**config.mk**
```make
export PLATFORM = sky130hd
export DESIGN_NAME = stable_priority_queue_top
export DESIGN_NICKNAME = d
export VERILOG_FILES = /design/src/hw/rtl/spq_pkg.sv /design/src/hw/rtl/stable_priority_queue_top.sv
export SDC_FILE = /design/constraint.sdc
export NUM_CORES = 1
export LEC_CHECK = 0
export ABC_CLOCK_PERIOD_IN_PS = 10140
export BUFFER_PORTS_ARGS = -buffer_cell sky130_fd_sc_hd__buf_4
export CORE_MARGIN = 2
export CORE_UTILIZATION = 50
export DETAILED_ROUTE_END_ITERATION = 7
export GPL_TIMING_DRIVEN = 0
export HOLD_SLACK_MARGIN = 0.02
export PLACE_DENSITY = 0.69
export SYNTH_ARGS = -nofsm -noshare
export SYNTH_HDL_FRONTEND = slang
export SYNTH_SLANG_ARGS = --single-unit
```
**constraint.sdc**
```tcl
create_clock -name i_clk -period 10.14 [get_ports i_clk]
set_input_delay 0.507 -clock i_clk [delete_from_list [all_inputs] [get_ports i_clk]]
set_output_delay 0.507 -clock i_clk [all_outputs]
set_load 0.02 [all_outputs]
```
**src/hw/rtl/spq_pkg.sv**
```systemverilog
// spq_pkg: shared constants for the stable priority queue
// stream widths, field widths, command and status codes; no dependencies

package spq_pkg;

    localparam int DEF_CAPACITY      = 16;
    localparam int DEF_PRIORITY_BITS = 8;

    localparam int VALUE_W    = 32;
    localparam int IN_PRIO_W  = 8;
    localparam int OUT_PRIO_W = 8;
    localparam int STATUS_W   = 2;
    localparam int FILL_W     = 5;

    localparam int S_TDATA_W = 48;
    localparam int M_TDATA_W = 48;

    localparam logic CMD_ENQUEUE = 1'b0;
    localparam logic CMD_DEQUEUE = 1'b1;

    localparam logic [STATUS_W-1:0] ST_OK        = 2'd0;
    localparam logic [STATUS_W-1:0] ST_OVERFLOW  = 2'd1;
    localparam logic [STATUS_W-1:0] ST_UNDERFLOW = 2'd2;

endpackage

```
**src/hw/rtl/stable_priority_queue_top.sv**
```systemverilog
// stable_priority_queue_top: sorted priority queue kept in a circular buffer memory
// insertion walks from the tail one entry at a time, reading and then comparing each one; depends on spq_pkg
// overflow and underflow skip the memory; dequeue reads the head entry; enqueue reads and compares each entry moved
// throughput: one command at a time, next accepted once the result is loaded into o_m_tdata
// the single memory read port and the compare-and-move loop set the enqueue time
// reset: synchronous active low, empties the queue; memory contents are not cleared

module stable_priority_queue_top #(
    parameter int CAPACITY      = spq_pkg::DEF_CAPACITY,
    parameter int PRIORITY_BITS = spq_pkg::DEF_PRIORITY_BITS
) (
    input  logic                          i_clk,
    input  logic                          i_rst_n,
    input  logic                          i_s_tvalid,
    output logic                          o_s_tready,
    // cmd[0], item_value[32:1], item_priority[40:33], zero pad
    input  logic [spq_pkg::S_TDATA_W-1:0] i_s_tdata,
    output logic                          o_m_tvalid,
    input  logic                          i_m_tready,
    // status[1:0], out_value[33:2], out_priority[41:34], fill_level[46:42], zero pad
    output logic [spq_pkg::M_TDATA_W-1:0] o_m_tdata
);

    localparam int AW  = (CAPACITY > 1) ? $clog2(CAPACITY) : 1;
    localparam int CW  = $clog2(CAPACITY + 1);
    localparam int VW  = spq_pkg::VALUE_W;
    localparam int PB  = PRIORITY_BITS;
    localparam int EW  = VW + PB;
    localparam logic [AW:0] CAP_W  = (AW + 1)'(CAPACITY);
    localparam logic [CW-1:0] CAP_C = CW'(CAPACITY);

    localparam logic [2:0] S_IDLE    = 3'd0;
    localparam logic [2:0] S_INS_RD  = 3'd1;
    localparam logic [2:0] S_INS_CMP = 3'd2;
    localparam logic [2:0] S_DEQ     = 3'd3;
    localparam logic [2:0] S_EMIT    = 3'd4;

    function automatic logic [AW-1:0] f_wrap_add(input logic [AW-1:0] a,
                                                 input logic [AW-1:0] b);
        logic [AW:0] s;
        s = {1'b0, a} + {1'b0, b};
        if (s >= CAP_W) begin
            s = s - CAP_W;
        end
        return s[AW-1:0];
    endfunction

    logic [EW-1:0] r_mem [CAPACITY];
    logic [EW-1:0] r_rd_data;

    logic [2:0]    r_state, n_state;
    logic [AW-1:0] r_head, n_head;
    logic [CW-1:0] r_count, n_count;
    logic [AW-1:0] r_pos, n_pos;
    logic [VW-1:0] r_new_value, n_new_value;
    logic [PB-1:0] r_new_prio, n_new_prio;

    logic [spq_pkg::STATUS_W-1:0] r_res_status, n_res_status;
    logic [VW-1:0]                r_res_value, n_res_value;
    logic [PB-1:0]                r_res_prio, n_res_prio;

    logic                          r_out_valid, n_out_valid;
    logic [spq_pkg::M_TDATA_W-1:0] r_out_data, n_out_data;

    logic [AW-1:0] w_rd_log;
    logic [AW-1:0] w_rd_addr;
    logic [AW-1:0] w_wr_addr;
    logic          w_wr_en;
    logic [EW-1:0] w_wr_data;

    logic          w_in_cmd;
    logic [VW-1:0] w_in_value;
    logic [PB-1:0] w_in_prio;
    logic [PB+spq_pkg::IN_PRIO_W-1:0]  w_in_prio_ext;
    logic [PB+spq_pkg::OUT_PRIO_W-1:0] w_out_prio_ext;
    logic [CW+spq_pkg::FILL_W-1:0]     w_fill_ext;
    logic [PB-1:0] w_rd_prio;
    logic          w_accept;
    logic          w_out_free;

    assign w_in_cmd      = i_s_tdata[0];
    assign w_in_value    = i_s_tdata[VW:1];
    assign w_in_prio_ext = {{PB{1'b0}}, i_s_tdata[VW+spq_pkg::IN_PRIO_W:VW+1]};
    assign w_in_prio     = w_in_prio_ext[PB-1:0];
    assign w_rd_prio     = r_rd_data[PB-1:0];

    assign o_s_tready = (r_state == S_IDLE);
    assign w_accept   = i_s_tvalid && o_s_tready;
    assign w_out_free = !r_out_valid || i_m_tready;

    assign w_rd_log  = (r_state == S_INS_RD) ? (r_pos - AW'(1)) : '0;
    assign w_rd_addr = f_wrap_add(r_head, w_rd_log);
    assign w_wr_addr = f_wrap_add(r_head, r_pos);

    always_ff @(posedge i_clk) begin
        if (w_wr_en) begin
            r_mem[w_wr_addr] <= w_wr_data;
        end
        r_rd_data <= r_mem[w_rd_addr];
    end

    always_comb begin
        n_state      = r_state;
        n_head       = r_head;
        n_count      = r_count;
        n_pos        = r_pos;
        n_new_value  = r_new_value;
        n_new_prio   = r_new_prio;
        n_res_status = r_res_status;
        n_res_value  = r_res_value;
        n_res_prio   = r_res_prio;
        w_wr_en      = 1'b0;
        w_wr_data    = {r_new_value, r_new_prio};

        unique case (r_state)
            S_IDLE: begin
                if (w_accept) begin
                    n_new_value = w_in_value;
                    n_new_prio  = w_in_prio;
                    n_res_value = '0;
                    n_res_prio  = '0;
                    if (w_in_cmd == spq_pkg::CMD_ENQUEUE) begin
                        if (r_count >= CAP_C) begin
                            n_res_status = spq_pkg::ST_OVERFLOW;
                            n_state      = S_EMIT;
                        end else begin
                            n_pos   = r_count[AW-1:0];
                            n_state = S_INS_RD;
                        end
                    end else begin
                        if (r_count == '0) begin
                            n_res_status = spq_pkg::ST_UNDERFLOW;
                            n_state      = S_EMIT;
                        end else begin
                            n_state = S_DEQ;
                        end
                    end
                end
            end
            S_INS_RD: begin
                if (r_pos == '0) begin
                    w_wr_en      = 1'b1;
                    n_count      = r_count + CW'(1);
                    n_res_status = spq_pkg::ST_OK;
                    n_state      = S_EMIT;
                end else begin
                    n_state = S_INS_CMP;
                end
            end
            S_INS_CMP: begin
                w_wr_en = 1'b1;
                if (w_rd_prio <= r_new_prio) begin
                    n_count      = r_count + CW'(1);
                    n_res_status = spq_pkg::ST_OK;
                    n_state      = S_EMIT;
                end else begin
                    w_wr_data = r_rd_data;
                    n_pos     = r_pos - AW'(1);
                    n_state   = S_INS_RD;
                end
            end
            S_DEQ: begin
                n_res_status = spq_pkg::ST_OK;
                n_res_value  = r_rd_data[EW-1:PB];
                n_res_prio   = w_rd_prio;
                n_head       = f_wrap_add(r_head, AW'(1));
                n_count      = r_count - CW'(1);
                n_state      = S_EMIT;
            end
            S_EMIT: begin
                if (w_out_free) begin
                    n_state = S_IDLE;
                end
            end
            default: begin
                n_state = S_IDLE;
            end
        endcase
    end

    assign w_out_prio_ext = {{spq_pkg::OUT_PRIO_W{1'b0}}, r_res_prio};
    assign w_fill_ext     = {{spq_pkg::FILL_W{1'b0}}, r_count};

    always_comb begin
        n_out_valid = r_out_valid;
        n_out_data  = r_out_data;
        if (r_out_valid && i_m_tready) begin
            n_out_valid = 1'b0;
        end
        if (r_state == S_EMIT && w_out_free) begin
            n_out_valid = 1'b1;
            n_out_data  = {
                1'b0,
                w_fill_ext[spq_pkg::FILL_W-1:0],
                w_out_prio_ext[spq_pkg::OUT_PRIO_W-1:0],
                r_res_value,
                r_res_status
            };
        end
    end

    always_ff @(posedge i_clk) begin
        if (!i_rst_n) begin
            r_state     <= S_IDLE;
            r_head      <= '0;
            r_count     <= '0;
            r_out_valid <= 1'b0;
        end else begin
            r_state     <= n_state;
            r_head      <= n_head;
            r_count     <= n_count;
            r_out_valid <= n_out_valid;
        end
    end

    always_ff @(posedge i_clk) begin
        r_pos        <= n_pos;
        r_new_value  <= n_new_value;
        r_new_prio   <= n_new_prio;
        r_res_status <= n_res_status;
        r_res_value  <= n_res_value;
        r_res_prio   <= n_res_prio;
        r_out_data   <= n_out_data;
    end

    assign o_m_tvalid = r_out_valid;
    assign o_m_tdata  = r_out_data;

endmodule
```
==> impl_metrics.csv <==
group,metric,value,unit
setup_path,r2r-start,"r_state[0]",
global_routing,antenna_found_initial,0,
clock_network,post-cts-setup-buffer-count,0,
synth,synthArstFlopShare,0,
floorplan,io_pins,102,
floorplan,coreArea,61500,sq um
setup_path,arrival,4630,ps
power_and_ir_drop,irDropWorstVdd,0.000116,V
drt,finalWirelength,65900,microns
setup_path,reg2reg_depth,9,
global_routing,grt_pass1_wl,97100,microns
drt,routedWlPerCell,27.4,microns
floorplan,fp.dieArea,63900,sq um
place,gp_congestion,0.763,
cells_and_area,num-fill-cells,4301,
sta,fmax,241,MHz
synth,synth_cell_types,43,
clock_network,cts_buffer_depth,3,
setup_path,cp_cell_sequence,"or3b_4 > nor2_1 > ha_1 > fa_1 > clkbuf_1 > clkbuf_1 > clkbuf_1 > mux4_2 > mux4_2",
synth,syn-cell-area,30900,sq um
cells_and_area,syn_to_final_growth,17.2,%
clock_network,htree_levels,3,
synth,yosysSeqAreaShare,0.785,
sta,rsz0062_at_grt,"false",
synth,syn_inst,1337,
setup_path,end_kind,"register",
sta,drv_slew,0,
setup_path,worstSetupPathType,"register to register",
setup_path,cp.required,10630,ps
clock_network,clock-sinks,826,
sta,hold_ws,53.8,ps
synth,synth_flop_cell,"edfxtp_1",
sta,finalSetupTns,0,ps
setup_path,r2r_end,"r_rd_data[8]",
drt,viasPerCell,5.87,
hold_path,hold-path-endpoint,"r_new_value[6]",
place,place_hpwl,38900,microns
cells_and_area,ff_latch_area,24300,sq um
synth,synth_edf_count,773,
sta,worst_pin_slew,1400,ps
sta,timing.final.crit_share,0.408,
setup_path,r2r_slack,6000,ps
synth,syn_avg_cell_area,23.1,sq um
clock_network,clkLatencyLatePin,630,ps
sta,fin_worst_skew,16.6,ps
cells_and_area,drive_gt1_frac,0.338,
floorplan,die_h,253,microns
setup_path,cpMaxStageDelayCell,"clkbuf_1",
outcome,status,"finished clean",
drt,drc,0,
place,port-buffer-count,93,
power_and_ir_drop,leakage,11.7,nW
floorplan,fp.dieW,253,microns
floorplan,rows,91,
clock_network,cts_tree,"done",
run,cap_violations,0,
clock_network,cts-root-buf,"clkbuf_16",
cells_and_area,multi_input_area,6450,sq um
clock_network,cts_made_buffers,81,
hold_path,whs_path_depth,1,
synth,yosysWarnings,0,
clock_network,clk_pin_slew,60,ps
hold_path,hold_class,"input pin to register",
drt,first_pass_iters,5,
power_and_ir_drop,powerDensity,250,nW/um^2
cells_and_area,antenna_cells,0,
global_routing,grt_pass1_vias,14700,
drt,vias,14100,
sta,period_minus_slack,4140,ps
setup_path,startpoint_type,"register",
sta,final_hold_viol_count,0,
global_routing,grt_max_degree,41,
global_routing,grt-ovfl-total,0,
setup_path,cpMostUsedCell,"clkbuf_1",
global_routing,track_usage,0.214,
floorplan,start_util,0.503,
sta,setup_viol,0,
drt,ant_nets,0,
synth,ys_ff_latch,826,
hold_path,min_from,"i_s_tdata[7]",
synth,syn_nets,1411,
setup_path,slowest_delay,740,ps
sta,relSlewSlack,0.0692,
drt,dr.first_iter.drc_count,1515,
setup_path,worstPathMaxFanout,10,
cells_and_area,fin_nets,1622,
## flip-flops by register name, indices dropped and copies added, names as in the netlist
register and count:
r_res_prio 8, r_new_value 32, r_res_status 2, r_res_value 32
o_m_tdata 47, r_mem 640, r_state 3, r_rd_data 40
o_m_tvalid 1, r_head 4, r_new_prio 8, r_pos 4
r_count 5
## worst max path at each step
stage | cells past startpoint | slack (ps) | to | startpoint
floorplan | 5 | 6530 | r_mem[0][0] | r_pos[0]
global placement | 5 | 4040 | r_mem[4][24] | r_pos[0]
detailed placement | 9 | 6060 | r_rd_data[8] | r_state[0]
CTS | 9 | 6020 | r_rd_data[8] | r_state[0]
global route | 9 | 5890 | r_rd_data[8] | r_state[0]
finish | 9 | 6000 | r_rd_data[8] | r_state[0]
## placed cells by master (no fill, tap or decap), drive strengths merged, types with 2 or more instances in the layout
master and count:
a21o 4, a21oi 16, and2 45, and3 3
buf 148, bufinv 8, clkbuf 141, clkinv 25
clkinvlp 4, dfxtp 53, dlygate4sd3 5, edfxtp 773
fa 3, ha 19, inv 17, mux2 40
mux2i 5, mux4 200, nand2 18, nand2b 3
nand3 2, nand4 5, nor2 31, nor2b 8
nor3 5, nor3b 2, o21a 2, o21ai 2
or2 2, xnor2 12, xor2 4
## power by group
| part | total [mW] | switching [mW] | internal, mW | leakage [nW] |
|---|---|---|---|---|
| clock | 3.07 | 1.25 | 1.82 | 1.37 |
| combinational | 1.58 | 0.934 | 0.641 | 2.87 |
| sequential | 4.43 | 0.139 | 4.29 | 7.47 |
## synthesized netlist by cell type, types with 5 or more instances
cell type	count	area, sq um
nand2_1	18	67.6
nor2_1	30	113
edfxtp_1	773	23200
and2_1	45	282
inv_1	12	45.0
dfxtp_1	53	1060
mux2_2	40	450
a21oi_1	16	80.1
nor3_1	5	25.0
buf_2	16	80.1
nor2b_1	8	50.1
mux4_2	200	4500
xnor2_1	11	96.3
buf_4	5	37.5
ha_1	19	238
clkbuf_1	32	120
mux2i_1	5	50.1
nand4_1	5	31.3
## critical path, delay by kind of cell (launching register included)
kind,cells,cell delay (ps)
mux,2,920
simple gates,2,670
flops,1,420
buf+inv,3,1550
fa+ha+maj,2,420
## layout make-up
class	instances	area share
sequential	826	0.670
multi-input combinational	442	0.178
clock buffer	109	0.0638
timing repair buffer	128	0.0397
tap	790	0.0273
clock inverter	42	0.0126
buffer	57	0.00780
inverter	12	0.00124
## metal layers
layer / routed length (microns) / GRT usage
met1: 26500 / 0.291
met3: 4730 / 0.0373
met2: 33300 / 0.355
met4: 1350 / 0.0675
met5: 0 / 0
## kinds of logic after synthesis
kind of cell             after synthesis  share of synthesized area
XOR/XNOR                              16                    0.00477
multiplexers                         245                      0.162
buffers and inverters                 69                     0.0106
flip-flops                           826                      0.785
adder cells (fa/ha/maj)               22                    0.00963
other                                  1                   0.000121
AND/OR/NAND/NOR                      129                     0.0225
AO/OA/AOI/OAI                         29                    0.00570
## repair_timing
item	in CTS	in global routing
gates resized for setup	0	0
hold buffers	5	0
hold endpoints to repair	5	0
## per-stage QoR
stage,total power [mW],cell area [sq um],worst slack (ps),util,cells
final,9.07,36300,6000,0.590,2406
after CTS,9.15,36300,6020,0.590,2406
after global placement,5.99,32600,4040,0.530,2220
after detailed placement,6.09,33400,6060,0.544,2250
after global routing,9.40,36300,5890,0.590,2406
after floorplan,5.46,30900,6530,-,1337
No activity file was read; power rests on OpenSTA's default activity.
